<file path="src/design/rsod_pkg.sv">
// Shared types, codes and constants for the ranging sensor obstacle detector.
// Used by every module of the detector except rsod_ram; depends on nothing else.
`default_nettype none

package rsod_pkg;

   localparam int WINDOW_DEPTH_DEFAULT = 4;
   localparam int SAMPLE_BITS_DEFAULT  = 10;

   localparam int SENSOR_COUNT = 6;
   localparam int SENSOR_W     = 3;
   localparam int VALUE_W      = 10;
   localparam int THRESH_W     = 16;
   localparam logic [THRESH_W-1:0] THRESHOLD_RESET = 16'd1300;

   // configuration port
   localparam int CSR_DATA_W = 32;
   localparam int CSR_ADDR_W = 3;
   localparam int REG_IDX_W  = CSR_ADDR_W - 2;
   localparam logic [REG_IDX_W-1:0] REG_THRESHOLD = 1'd0;

   // sensor groups scanned for each direction
   localparam logic [SENSOR_W-1:0] FWD_FIRST = 3'd0;
   localparam logic [SENSOR_W-1:0] FWD_LAST  = 3'd3;
   localparam logic [SENSOR_W-1:0] REV_FIRST = 3'd4;
   localparam logic [SENSOR_W-1:0] REV_LAST  = 3'd5;

   typedef enum logic [1:0] {
      CMD_STORE       = 2'd0,
      CMD_EVAL_CHANGE = 2'd1,
      CMD_EVAL_SIDE   = 2'd2
   } cmd_type;

   typedef enum logic [1:0] {
      EV_NONE    = 2'd0,
      EV_BLOCKED = 2'd1,
      EV_CLEARED = 2'd2
   } event_type;

   // controller -> datapath
   typedef struct packed {
      logic                capture;
      logic                clear_wr;
      logic                store_first;
      logic                store_second;
      logic                rd_issue;
      logic [SENSOR_W-1:0] scan_sensor;
      logic                emit;
   } ctrl_cmd_type;

   // datapath -> controller
   typedef struct packed {
      logic clear_last;
      logic slot_last;
      logic rsp_free;
   } ctrl_status_type;

   // converter one visits sensors 0, 1, 4, 5
   function automatic logic [SENSOR_W-1:0] first_sensor(input logic [1:0] idx);
      logic [SENSOR_W-1:0] s;
      case (idx)
         2'd0:    s = 3'd0;
         2'd1:    s = 3'd1;
         2'd2:    s = 3'd4;
         default: s = 3'd5;
      endcase
      return s;
   endfunction

   // converter two visits sensors 3, 2
   function automatic logic [SENSOR_W-1:0] second_sensor(input logic idx);
      return idx ? 3'd2 : 3'd3;
   endfunction

endpackage

`default_nettype wire

</file>
<file path="src/design/ranging_sensor_obstacle_detector_core.sv">
// Obstacle detector for six ranging sensors: a store command writes one sample from each
// converter into that sensor's ring (the transfer, then two writes on the single write
// port); an evaluate command sums the rings of the forward group (sensors 0..3) or the
// reverse group (4, 5) one memory entry per cycle on the single read port and returns one
// result, held back while the result register waits on rsp_stall. After reset a
// clearing pass zeroes every entry of the sample memory, with req_stall held high; the
// threshold register can be written during that pass.
// Depends on rsod_pkg, rsod_csr, rsod_ctrl, rsod_datapath and rsod_ram.
`default_nettype none

module ranging_sensor_obstacle_detector_core #(
   parameter int WINDOW_DEPTH = rsod_pkg::WINDOW_DEPTH_DEFAULT,
   parameter int SAMPLE_BITS  = rsod_pkg::SAMPLE_BITS_DEFAULT
) (
   input  wire logic                            clock,
   input  wire logic                            reset,
   input  wire logic                            req_valid,
   output logic                                 req_stall,
   input  wire logic [1:0]                      req_command,
   input  wire logic [rsod_pkg::VALUE_W-1:0]    req_first_value,
   input  wire logic                            req_first_done,
   input  wire logic [rsod_pkg::VALUE_W-1:0]    req_second_value,
   input  wire logic                            req_second_done,
   input  wire logic                            req_forward,
   input  wire logic                            req_side_select,
   output logic                                 rsp_valid,
   input  wire logic                            rsp_stall,
   output logic      [1:0]                      rsp_event_code,
   output logic                                 rsp_obstacle_seen,
   input  wire logic                            psel,
   input  wire logic                            penable,
   input  wire logic                            pwrite,
   input  wire logic [rsod_pkg::CSR_ADDR_W-1:0] paddr,
   input  wire logic [rsod_pkg::CSR_DATA_W-1:0] pwdata,
   output logic      [rsod_pkg::CSR_DATA_W-1:0] prdata,
   output logic                                 pready
);
   import rsod_pkg::*;

   logic [THRESH_W-1:0] threshold;
   ctrl_cmd_type        cmd;
   ctrl_status_type     status;

   rsod_csr u_csr (
      .clock     (clock),
      .reset     (reset),
      .psel      (psel),
      .penable   (penable),
      .pwrite    (pwrite),
      .paddr     (paddr),
      .pwdata    (pwdata),
      .prdata    (prdata),
      .pready    (pready),
      .threshold (threshold)
   );

   rsod_ctrl u_ctrl (
      .clock       (clock),
      .reset       (reset),
      .req_valid   (req_valid),
      .req_command (req_command),
      .req_forward (req_forward),
      .req_stall   (req_stall),
      .status      (status),
      .cmd         (cmd)
   );

   rsod_datapath #(
      .WINDOW_DEPTH (WINDOW_DEPTH),
      .SAMPLE_BITS  (SAMPLE_BITS)
   ) u_datapath (
      .clock             (clock),
      .reset             (reset),
      .req_command       (req_command),
      .req_first_value   (req_first_value),
      .req_first_done    (req_first_done),
      .req_second_value  (req_second_value),
      .req_second_done   (req_second_done),
      .req_forward       (req_forward),
      .req_side_select   (req_side_select),
      .threshold         (threshold),
      .cmd               (cmd),
      .status            (status),
      .rsp_valid         (rsp_valid),
      .rsp_stall         (rsp_stall),
      .rsp_event_code    (rsp_event_code),
      .rsp_obstacle_seen (rsp_obstacle_seen)
   );

endmodule

`default_nettype wire

</file>
<file path="src/design/rsod_ram.sv">
// Generic single write port, single read port RAM with registered read data.
// Standalone; no package dependency.
`default_nettype none

module rsod_ram #(
   parameter int WIDTH = 10,
   parameter int DEPTH = 32
) (
   input  wire logic                     clock,
   input  wire logic                     wr_en,
   input  wire logic [$clog2(DEPTH)-1:0] wr_addr,
   input  wire logic [WIDTH-1:0]         wr_data,
   input  wire logic [$clog2(DEPTH)-1:0] rd_addr,
   output logic      [WIDTH-1:0]         rd_data
);

   logic [WIDTH-1:0] mem_ff [DEPTH];

   always_ff @(posedge clock) begin
      if (wr_en) begin
         mem_ff[wr_addr] <= wr_data;
      end
      rd_data <= mem_ff[rd_addr];
   end

endmodule

`default_nettype wire

</file>
<file path="src/design/rsod_csr.sv">
// Configuration register block: distance threshold behind an APB-style port.
// Depends on rsod_pkg.
`default_nettype none

module rsod_csr (
   input  wire logic                             clock,
   input  wire logic                             reset,
   input  wire logic                             psel,
   input  wire logic                             penable,
   input  wire logic                             pwrite,
   input  wire logic [rsod_pkg::CSR_ADDR_W-1:0]  paddr,
   input  wire logic [rsod_pkg::CSR_DATA_W-1:0]  pwdata,
   output logic      [rsod_pkg::CSR_DATA_W-1:0]  prdata,
   output logic                                  pready,
   output logic      [rsod_pkg::THRESH_W-1:0]    threshold
);
   import rsod_pkg::*;

   logic [THRESH_W-1:0]  threshold_ff;
   logic [THRESH_W-1:0]  threshold_in;
   logic [REG_IDX_W-1:0] reg_idx;
   logic                 wr_hit;

   assign reg_idx = paddr[CSR_ADDR_W-1:2];
   assign pready  = 1'b1;
   assign wr_hit  = psel & penable & pwrite & pready & (reg_idx == REG_THRESHOLD);

   always_comb begin
      threshold_in = threshold_ff;
      if (wr_hit) begin
         threshold_in = pwdata[THRESH_W-1:0];
      end
   end

   always_ff @(posedge clock) begin
      if (reset) begin
         threshold_ff <= THRESHOLD_RESET;
      end else begin
         threshold_ff <= threshold_in;
      end
   end

   assign prdata    = (reg_idx == REG_THRESHOLD) ? CSR_DATA_W'(threshold_ff) : '0;
   assign threshold = threshold_ff;

endmodule

`default_nettype wire

</file>
<file path="src/design/rsod_ctrl.sv">
// Controller state machine: memory clear, sample store and window scan sequencing.
// Depends on rsod_pkg; drives the datapath through ctrl_cmd_type.
`default_nettype none

module rsod_ctrl (
   input  wire logic                          clock,
   input  wire logic                          reset,
   input  wire logic                          req_valid,
   input  wire logic [1:0]                    req_command,
   input  wire logic                          req_forward,
   output logic                               req_stall,
   input  wire rsod_pkg::ctrl_status_type     status,
   output rsod_pkg::ctrl_cmd_type             cmd
);
   import rsod_pkg::*;

   typedef enum logic [6:0] {
      ST_CLEAR  = 7'b0000001,
      ST_IDLE   = 7'b0000010,
      ST_STORE1 = 7'b0000100,
      ST_STORE2 = 7'b0001000,
      ST_SCAN   = 7'b0010000,
      ST_DRAIN  = 7'b0100000,
      ST_FINISH = 7'b1000000
   } state_type;

   state_type           state_ff, state_in;
   logic [SENSOR_W-1:0] sensor_ff, sensor_in;
   logic [SENSOR_W-1:0] last_sensor_ff, last_sensor_in;
   logic                accept;

   assign req_stall = (state_ff != ST_IDLE);
   assign accept    = req_valid & ~req_stall;

   always_comb begin
      state_in       = state_ff;
      sensor_in      = sensor_ff;
      last_sensor_in = last_sensor_ff;
      cmd            = '0;
      cmd.capture    = accept;
      cmd.scan_sensor = sensor_ff;
      case (state_ff)
         ST_CLEAR: begin
            cmd.clear_wr = 1'b1;
            if (status.clear_last) begin
               state_in = ST_IDLE;
            end
         end
         ST_IDLE: begin
            if (accept) begin
               case (req_command)
                  CMD_STORE: begin
                     state_in = ST_STORE1;
                  end
                  CMD_EVAL_CHANGE, CMD_EVAL_SIDE: begin
                     state_in       = ST_SCAN;
                     sensor_in      = req_forward ? FWD_FIRST : REV_FIRST;
                     last_sensor_in = req_forward ? FWD_LAST : REV_LAST;
                  end
                  default: begin
                     state_in = ST_IDLE;   // unused code, dropped
                  end
               endcase
            end
         end
         ST_STORE1: begin
            cmd.store_first = 1'b1;
            state_in        = ST_STORE2;
         end
         ST_STORE2: begin
            cmd.store_second = 1'b1;
            state_in         = ST_IDLE;
         end
         ST_SCAN: begin
            cmd.rd_issue = 1'b1;
            if (status.slot_last) begin
               if (sensor_ff == last_sensor_ff) begin
                  state_in = ST_DRAIN;
               end else begin
                  sensor_in = sensor_ff + 1'b1;
               end
            end
         end
         ST_DRAIN: begin
            state_in = ST_FINISH;
         end
         ST_FINISH: begin
            // hold until the output register can take the result
            if (status.rsp_free) begin
               cmd.emit = 1'b1;
               state_in = ST_IDLE;
            end
         end
         default: begin
            state_in = ST_IDLE;
         end
      endcase
   end

   always_ff @(posedge clock) begin
      if (reset) begin
         state_ff       <= ST_CLEAR;
         sensor_ff      <= '0;
         last_sensor_ff <= '0;
      end else begin
         state_ff       <= state_in;
         sensor_ff      <= sensor_in;
         last_sensor_ff <= last_sensor_in;
      end
   end

endmodule

`default_nettype wire

</file>
<file path="src/design/rsod_datapath.sv">
// Datapath: sample memory, ring indices, window accumulator, threshold compare,
// blocked latch and result register. Depends on rsod_pkg and rsod_ram.
`default_nettype none

module rsod_datapath #(
   parameter int WINDOW_DEPTH = rsod_pkg::WINDOW_DEPTH_DEFAULT,
   parameter int SAMPLE_BITS  = rsod_pkg::SAMPLE_BITS_DEFAULT
) (
   input  wire logic                            clock,
   input  wire logic                            reset,
   input  wire logic [1:0]                      req_command,
   input  wire logic [rsod_pkg::VALUE_W-1:0]    req_first_value,
   input  wire logic                            req_first_done,
   input  wire logic [rsod_pkg::VALUE_W-1:0]    req_second_value,
   input  wire logic                            req_second_done,
   input  wire logic                            req_forward,
   input  wire logic                            req_side_select,
   input  wire logic [rsod_pkg::THRESH_W-1:0]   threshold,
   input  wire rsod_pkg::ctrl_cmd_type          cmd,
   output rsod_pkg::ctrl_status_type            status,
   output logic                                 rsp_valid,
   input  wire logic                            rsp_stall,
   output logic      [1:0]                      rsp_event_code,
   output logic                                 rsp_obstacle_seen
);
   import rsod_pkg::*;

   localparam int SLOT_W    = (WINDOW_DEPTH > 1) ? $clog2(WINDOW_DEPTH) : 1;
   localparam int ADDR_W    = SENSOR_W + SLOT_W;
   localparam int RAM_DEPTH = SENSOR_COUNT * (1 << SLOT_W);
   localparam int SUM_W     = SAMPLE_BITS + $clog2(WINDOW_DEPTH + 1);
   localparam int CMP_W     = (SUM_W > THRESH_W) ? SUM_W : THRESH_W;
   localparam logic [SLOT_W-1:0] SLOT_MAX  = SLOT_W'(WINDOW_DEPTH - 1);
   localparam logic [ADDR_W-1:0] CLEAR_MAX = ADDR_W'(RAM_DEPTH - 1);

   // captured item
   logic [1:0]         cmd_ff;
   logic               fwd_ff;
   logic               side_ff;
   logic [VALUE_W-1:0] first_value_ff;
   logic               first_done_ff;
   logic [VALUE_W-1:0] second_value_ff;
   logic               second_done_ff;

   // ring positions
   logic [1:0]          first_idx_ff, first_idx_in;
   logic [SLOT_W-1:0]   first_slot_ff, first_slot_in;
   logic                second_idx_ff, second_idx_in;
   logic [SLOT_W-1:0]   second_slot_ff, second_slot_in;

   // clear sweep and scan
   logic [ADDR_W-1:0]   clr_addr_ff, clr_addr_in;
   logic [SLOT_W-1:0]   scan_slot_ff, scan_slot_in;
   logic                rd_valid_ff;
   logic                rd_first_ff;
   logic                rd_last_ff;
   logic [SENSOR_W-1:0] rd_sensor_ff;
   logic [SUM_W-1:0]    acc_ff, acc_in;
   logic [SENSOR_COUNT-1:0] above_ff, above_in;

   logic                blocked_ff, blocked_in;
   logic                rsp_valid_ff, rsp_valid_in;
   logic [1:0]          rsp_event_ff, rsp_event_in;
   logic                rsp_seen_ff, rsp_seen_in;

   logic                    wr_en;
   logic [ADDR_W-1:0]       wr_addr;
   logic [SAMPLE_BITS-1:0]  wr_data;
   logic [ADDR_W-1:0]       rd_addr;
   logic [SAMPLE_BITS-1:0]  rd_data;
   logic [SUM_W-1:0]        sum;
   logic                    group_seen;
   logic                    side_seen;
   logic                    seen;

   // ---- sample memory ----
   always_comb begin
      wr_en   = cmd.clear_wr | cmd.store_first | cmd.store_second;
      wr_addr = clr_addr_ff;
      wr_data = '0;
      if (cmd.store_first) begin
         wr_addr = {first_sensor(first_idx_ff), first_slot_ff};
         wr_data = first_done_ff ? SAMPLE_BITS'(first_value_ff) : '0;
      end else if (cmd.store_second) begin
         wr_addr = {second_sensor(second_idx_ff), second_slot_ff};
         wr_data = second_done_ff ? SAMPLE_BITS'(second_value_ff) : '0;
      end
   end

   assign rd_addr = {cmd.scan_sensor, scan_slot_ff};

   rsod_ram #(
      .WIDTH (SAMPLE_BITS),
      .DEPTH (RAM_DEPTH)
   ) u_ram (
      .clock   (clock),
      .wr_en   (wr_en),
      .wr_addr (wr_addr),
      .wr_data (wr_data),
      .rd_addr (rd_addr),
      .rd_data (rd_data)
   );

   // ---- ring indices and clear sweep ----
   always_comb begin
      first_idx_in   = first_idx_ff;
      first_slot_in  = first_slot_ff;
      second_idx_in  = second_idx_ff;
      second_slot_in = second_slot_ff;
      if (cmd.store_second) begin
         first_idx_in  = first_idx_ff + 1'b1;
         second_idx_in = ~second_idx_ff;
         // slot moves on when the converter's sensor cycle wraps
         if (first_idx_ff == 2'd3) begin
            first_slot_in = (first_slot_ff == SLOT_MAX) ? '0 : first_slot_ff + 1'b1;
         end
         if (second_idx_ff) begin
            second_slot_in = (second_slot_ff == SLOT_MAX) ? '0 : second_slot_ff + 1'b1;
         end
      end
      clr_addr_in = cmd.clear_wr ? clr_addr_ff + 1'b1 : clr_addr_ff;
   end

   // ---- window scan ----
   always_comb begin
      scan_slot_in = scan_slot_ff;
      if (cmd.rd_issue) begin
         scan_slot_in = (scan_slot_ff == SLOT_MAX) ? '0 : scan_slot_ff + 1'b1;
      end
      sum      = rd_first_ff ? SUM_W'(rd_data) : acc_ff + SUM_W'(rd_data);
      acc_in   = rd_valid_ff ? sum : acc_ff;
      above_in = above_ff;
      if (cmd.capture) begin
         above_in = '0;
      end else if (rd_valid_ff && rd_last_ff) begin
         above_in[rd_sensor_ff] = CMP_W'(sum) > CMP_W'(threshold);
      end
   end

   // ---- decision and result register ----
   always_comb begin
      group_seen = fwd_ff ? (|above_ff[3:0]) : (|above_ff[5:4]);
      if (fwd_ff) begin
         side_seen = side_ff ? (above_ff[0] | above_ff[2]) : (above_ff[1] | above_ff[3]);
      end else begin
         side_seen = side_ff ? above_ff[4] : above_ff[5];
      end
      seen         = (cmd_ff == CMD_EVAL_CHANGE) ? group_seen : side_seen;
      blocked_in   = blocked_ff;
      rsp_event_in = rsp_event_ff;
      rsp_seen_in  = rsp_seen_ff;
      rsp_valid_in = rsp_valid_ff & rsp_stall;
      if (cmd.emit) begin
         rsp_valid_in = 1'b1;
         rsp_seen_in  = seen;
         rsp_event_in = EV_NONE;
         if (cmd_ff == CMD_EVAL_CHANGE) begin
            if (seen && !blocked_ff) begin
               blocked_in   = 1'b1;
               rsp_event_in = EV_BLOCKED;
            end else if (!seen && blocked_ff) begin
               blocked_in   = 1'b0;
               rsp_event_in = EV_CLEARED;
            end
         end
      end
   end

   always_ff @(posedge clock) begin
      if (reset) begin
         first_idx_ff   <= '0;
         first_slot_ff  <= '0;
         second_idx_ff  <= 1'b0;
         second_slot_ff <= '0;
         clr_addr_ff    <= '0;
         scan_slot_ff   <= '0;
         rd_valid_ff    <= 1'b0;
         above_ff       <= '0;
         blocked_ff     <= 1'b0;
         rsp_valid_ff   <= 1'b0;
      end else begin
         first_idx_ff   <= first_idx_in;
         first_slot_ff  <= first_slot_in;
         second_idx_ff  <= second_idx_in;
         second_slot_ff <= second_slot_in;
         clr_addr_ff    <= clr_addr_in;
         scan_slot_ff   <= scan_slot_in;
         rd_valid_ff    <= cmd.rd_issue;
         above_ff       <= above_in;
         blocked_ff     <= blocked_in;
         rsp_valid_ff   <= rsp_valid_in;
      end
   end

   always_ff @(posedge clock) begin
      if (cmd.capture) begin
         cmd_ff          <= req_command;
         fwd_ff          <= req_forward;
         side_ff         <= req_side_select;
         first_value_ff  <= req_first_value;
         first_done_ff   <= req_first_done;
         second_value_ff <= req_second_value;
         second_done_ff  <= req_second_done;
      end
      rd_first_ff  <= (scan_slot_ff == '0);
      rd_last_ff   <= (scan_slot_ff == SLOT_MAX);
      rd_sensor_ff <= cmd.scan_sensor;
      acc_ff       <= acc_in;
      rsp_event_ff <= rsp_event_in;
      rsp_seen_ff  <= rsp_seen_in;
   end

   assign status.clear_last = (clr_addr_ff == CLEAR_MAX);
   assign status.slot_last  = (scan_slot_ff == SLOT_MAX);
   assign status.rsp_free   = ~rsp_valid_ff | ~rsp_stall;

   assign rsp_valid         = rsp_valid_ff;
   assign rsp_event_code    = rsp_event_ff;
   assign rsp_obstacle_seen = rsp_seen_ff;

endmodule

`default_nettype wire

</file>
<file path="config.mk">
export PLATFORM = sky130hd
export DESIGN_NAME = ranging_sensor_obstacle_detector_core
export DESIGN_NICKNAME = d
export VERILOG_FILES = /design/src/design/rsod_pkg.sv /design/src/design/ranging_sensor_obstacle_detector_core.sv /design/src/design/rsod_ram.sv /design/src/design/rsod_csr.sv /design/src/design/rsod_ctrl.sv /design/src/design/rsod_datapath.sv
export SDC_FILE = /design/constraint.sdc
export NUM_CORES = 1
export LEC_CHECK = 0
export BUFFER_PORTS_ARGS = -buffer_cell sky130_fd_sc_hd__buf_4
export CAP_MARGIN = 20
export CORE_ASPECT_RATIO = 1.5
export CORE_MARGIN = 4
export CORE_UTILIZATION = 30
export CTS_BUF_LIST = sky130_fd_sc_hd__clkbuf_8
export DETAILED_ROUTE_END_ITERATION = 16
export MAX_ROUTING_LAYER = met4
export PLACE_DENSITY = 0.45
export SYNTH_ARGS = -nofsm -noshare
export SYNTH_HDL_FRONTEND = slang
export SYNTH_HIERARCHICAL = 1
export SYNTH_SLANG_ARGS = --single-unit
export TNS_END_PERCENT = 5
</file>
<file path="constraint.sdc">
create_clock -name clock -period 4.5 [get_ports clock]
set_input_delay 0.45 -clock clock [delete_from_list [all_inputs] [get_ports clock]]
set_output_delay 0.45 -clock clock [all_outputs]
set_load 0.02 [all_outputs]
</file>
==> impl_metrics.tcl <==
set metrics [dict create \
    status "complete, no violations" \
    cp_slowest_cell "fa_1" \
    cts_max_level 2 \
    tightest_slew_ns 1.12 \
    finalHoldViolations 0 \
    max_freq_mhz 274 \
    layout_common_cells "edfxtp_1 (282), buf_4 (100), mux2i_1 (82), nor2_1 (76), dfxtp_1 (65)" \
    cp_max_fo 6 \
    clk_pin_slew_ns 0.07 \
    track_usage 0.131 \
    grt_max_degree 62 \
    worstHoldPathType "input port to flip-flop" \
    syn_inst 1012 \
    synth_area_leaders "edfxtp_1 (56%), dfxtp_1 (8.9%), mux2i_1 (5.5%)" \
    grt_remaining_overflow 0 \
    ant_nets 0 \
    crit_chain "ha_1, fa_1, a211oi_2, nor4_2, o31ai_1, nand3_1, a21oi_1, ha_1, a21o_1, a21o_1, a221o_1, o31ai_4, mux2i_1" \
    end_kind "flip-flop" \
    mappedNetlistArea_um2 15000 \
    start_util 0.303 \
    clock_path_buffers 3 \
    finalMaxSlewViolations 0 \
    wl_mm 34.4 \
    die_w_um 191 \
    clkLatencyLatePin_ns 0.61 \
    antenna_found_initial 1 \
    design_area_um2 17600 \
    worstPathRequired_ns 4.98 \
    row_count 100 \
    fin_crit_ns 3.65 \
    ys_seq_area_frac 0.652 \
    critPathCapture "u_datapath/above_ff[2]" \
    cts_resized 0 \
    grt_pass1_wl_mm 52.5 \
    async_reset_ff_frac 0 \
    r2r-end "u_datapath/above_ff[2]" \
    finalNetCount 1262 \
    routabilityCongestion 0.783 \
    crit_start "u_datapath/acc_ff[0]" \
    drtIter0Drc 363 \
    cp-start-kind "flip-flop" \
    yosys_warnings 6 \
    cts_tree "done" \
    synth_top_area_frac 0.563 \
    finalSetupTns_ns 0 \
    die_y_um 282 \
    firstDrtPassIters 5 \
    viasPerCell 4.64 \
    synth_top_area_cell "edfxtp_1" \
    synth-edff-count 282 \
    final_util 0.355 \
    rsz0062_at_grt "false" \
    crit_type "flip-flop to flip-flop" \
    fin_total_pwr_mw 7.48 \
    min_period_over_period 0.811 \
    ys_types 69 \
    synth_ff_type "edfxtp_1" \
    slew_headroom 0.254 \
    dp_cells 1734 \
    ys_ff_latch 349 \
    pwr_density_cell_nw_per_um2 424 \
    vias 8640 \
    io_buffers 70 \
    r2r-start "u_datapath/acc_ff[0]" \
    finalSetupViolCount 0 \
    r2r_slack_ns 0.85 \
    peakVddDrop_mv 0.198 \
    cellLeakagePower_nw 5.69 \
    drc 0 \
    cts_made_buffers 57 \
    detail_route.wl_per_cell_um 18.4 \
    area_delta_synth_final_pct 17.3 \
    worstRegToRegCells 13 \
    post_dp_cell_area_um2 16300 \
    syn_avg_cell_area_um2 14.9 \
    dp_hpwl_mm 23.0 \
    coreArea_um2 49700 \
    postCtsSetupBuffers 0 \
    cts-root-buf "clkbuf_8" \
    stdcell_count 1864 \
    cts_num_sinks 349 \
    slowest_delay_ns 0.44 \
    final_common_cell "edfxtp_1" \
    pin_count 106 \
    skew_ns 0.0276 \
    worstPathArrival_ns 4.13 \
    dieArea_um2 53900 \
    whs_path_depth 3 \
    drv_cap 0 \
    drive_gt1_frac 0.188 \
    grt_pass1_vias 8829 \
]
power by group:
part	switching, mW	leakage (nW)	internal (mW)	total, mW
logic	0.709	2.27	0.483	1.19
registers	0.0941	2.81	3.68	3.78
clock network	1.25	0.611	1.27	2.51
registers in the layout (all words and copies together), names as in the netlist, 2 cells and up:
signal and count:
u_datapath/rd_sensor_ff 3, u_datapath/second_slot_ff 2, u_datapath/above_ff 6, u_datapath/u_ram/mem_ff 240, u_ctrl/last_sensor_ff 3, u_datapath/u_ram/rd_data 10
u_datapath/clr_addr_ff 5, u_csr/threshold 16, u_datapath/first_value_ff 10, u_datapath/first_slot_ff 2, u_datapath/rsp_event_code 2, u_datapath/cmd_ff 2
u_datapath/first_idx_ff 2, u_ctrl/sensor_ff 3, u_datapath/acc_ff 13, u_ctrl/state_ff 7, u_datapath/second_value_ff 10, u_datapath/scan_slot_ff 2
worst min-delay path by stage:
stage,from,endpoint,slack (ns)
after floorplan,u_ctrl/sensor_ff[1],u_datapath/rd_sensor_ff[1],0.41
after detailed placement,u_datapath/above_ff[3],u_datapath/above_ff[3],0.45
after global routing,pwdata[7],u_csr/threshold[7],0.07
after global placement,u_datapath/above_ff[1],u_datapath/above_ff[1],0.45
after CTS,pwdata[2],u_csr/threshold[2],0.03
final,pwdata[4],u_csr/threshold[4],0.10
per-layer routing:
metal / vias to the layer above / wire, µm / share of wire / GRT usage
met1: 4231 / 13500 / 0.39 / 0.144
li1: 4136 / - / - / -
met4: 0 / 1120 / 0.033 / 0.0486
met3: 79 / 1250 / 0.036 / 0.0178
met5: - / 0 / 0 / -
met2: 194 / 18500 / 0.54 / 0.239
what timing repair did:
action,CTS,global route
hold buffers,26,0
setup endpoints to repair,0,0
hold endpoints to repair,26,0
synth_stat cells, types with 16 or more instances:
library cell  instances
ha_1                 37
a21oi_1              20
clkbuf_1             18
nand2b_1             35
a22oi_1              16
nand3_1              32
mux2i_1              82
edfxtp_1            282
dfxtp_1              67
nor2b_1              17
nor2_1               76
inv_1                29
buf_4                20
o21ai_0              17
mux4_2               19
nand2_1              45
mux4_1               16
per-stage QoR:
stage | setup WS [ns] | hold slack, ns
final | 0.850 | 0.101
after global routing | 0.467 | 0.0666
after CTS | 0.791 | 0.0281
after detailed placement | 0.791 | 0.452
after global placement | 0.791 | 0.449
after floorplan | 1.25 | 0.410
layout make-up:
class,count,area [µm²]
multi-input cells,590,4770
inverters,29,109
clock inverters,41,185
clock buffers,62,853
diodes,1,2.50
well taps,663,830
repair buffers,129,1080
fillers,4807,32000
flip-flops and latches,349,9810
worst max-delay path: cells and delay by family (launching register included):
kind            cells  cell delay (ns)
compound gates      7             1.82
simple gates        2             0.21
fa+ha+maj           3             1.01
flops               1             0.36
mux                 1             0.12
cell families after synthesis:
logic type,after synthesis,synth area share
AOI/OAI and AO/OA,129,0.0615
xor gates and xnor gates,18,0.0105
adders and majority gates,38,0.0321
buffers and inverters,88,0.0345
DFF,349,0.652
muxes,125,0.117
other,2,0.000499
and+or+nand+nor,263,0.0921
Note: power is estimated with default switching activity, not from simulation.
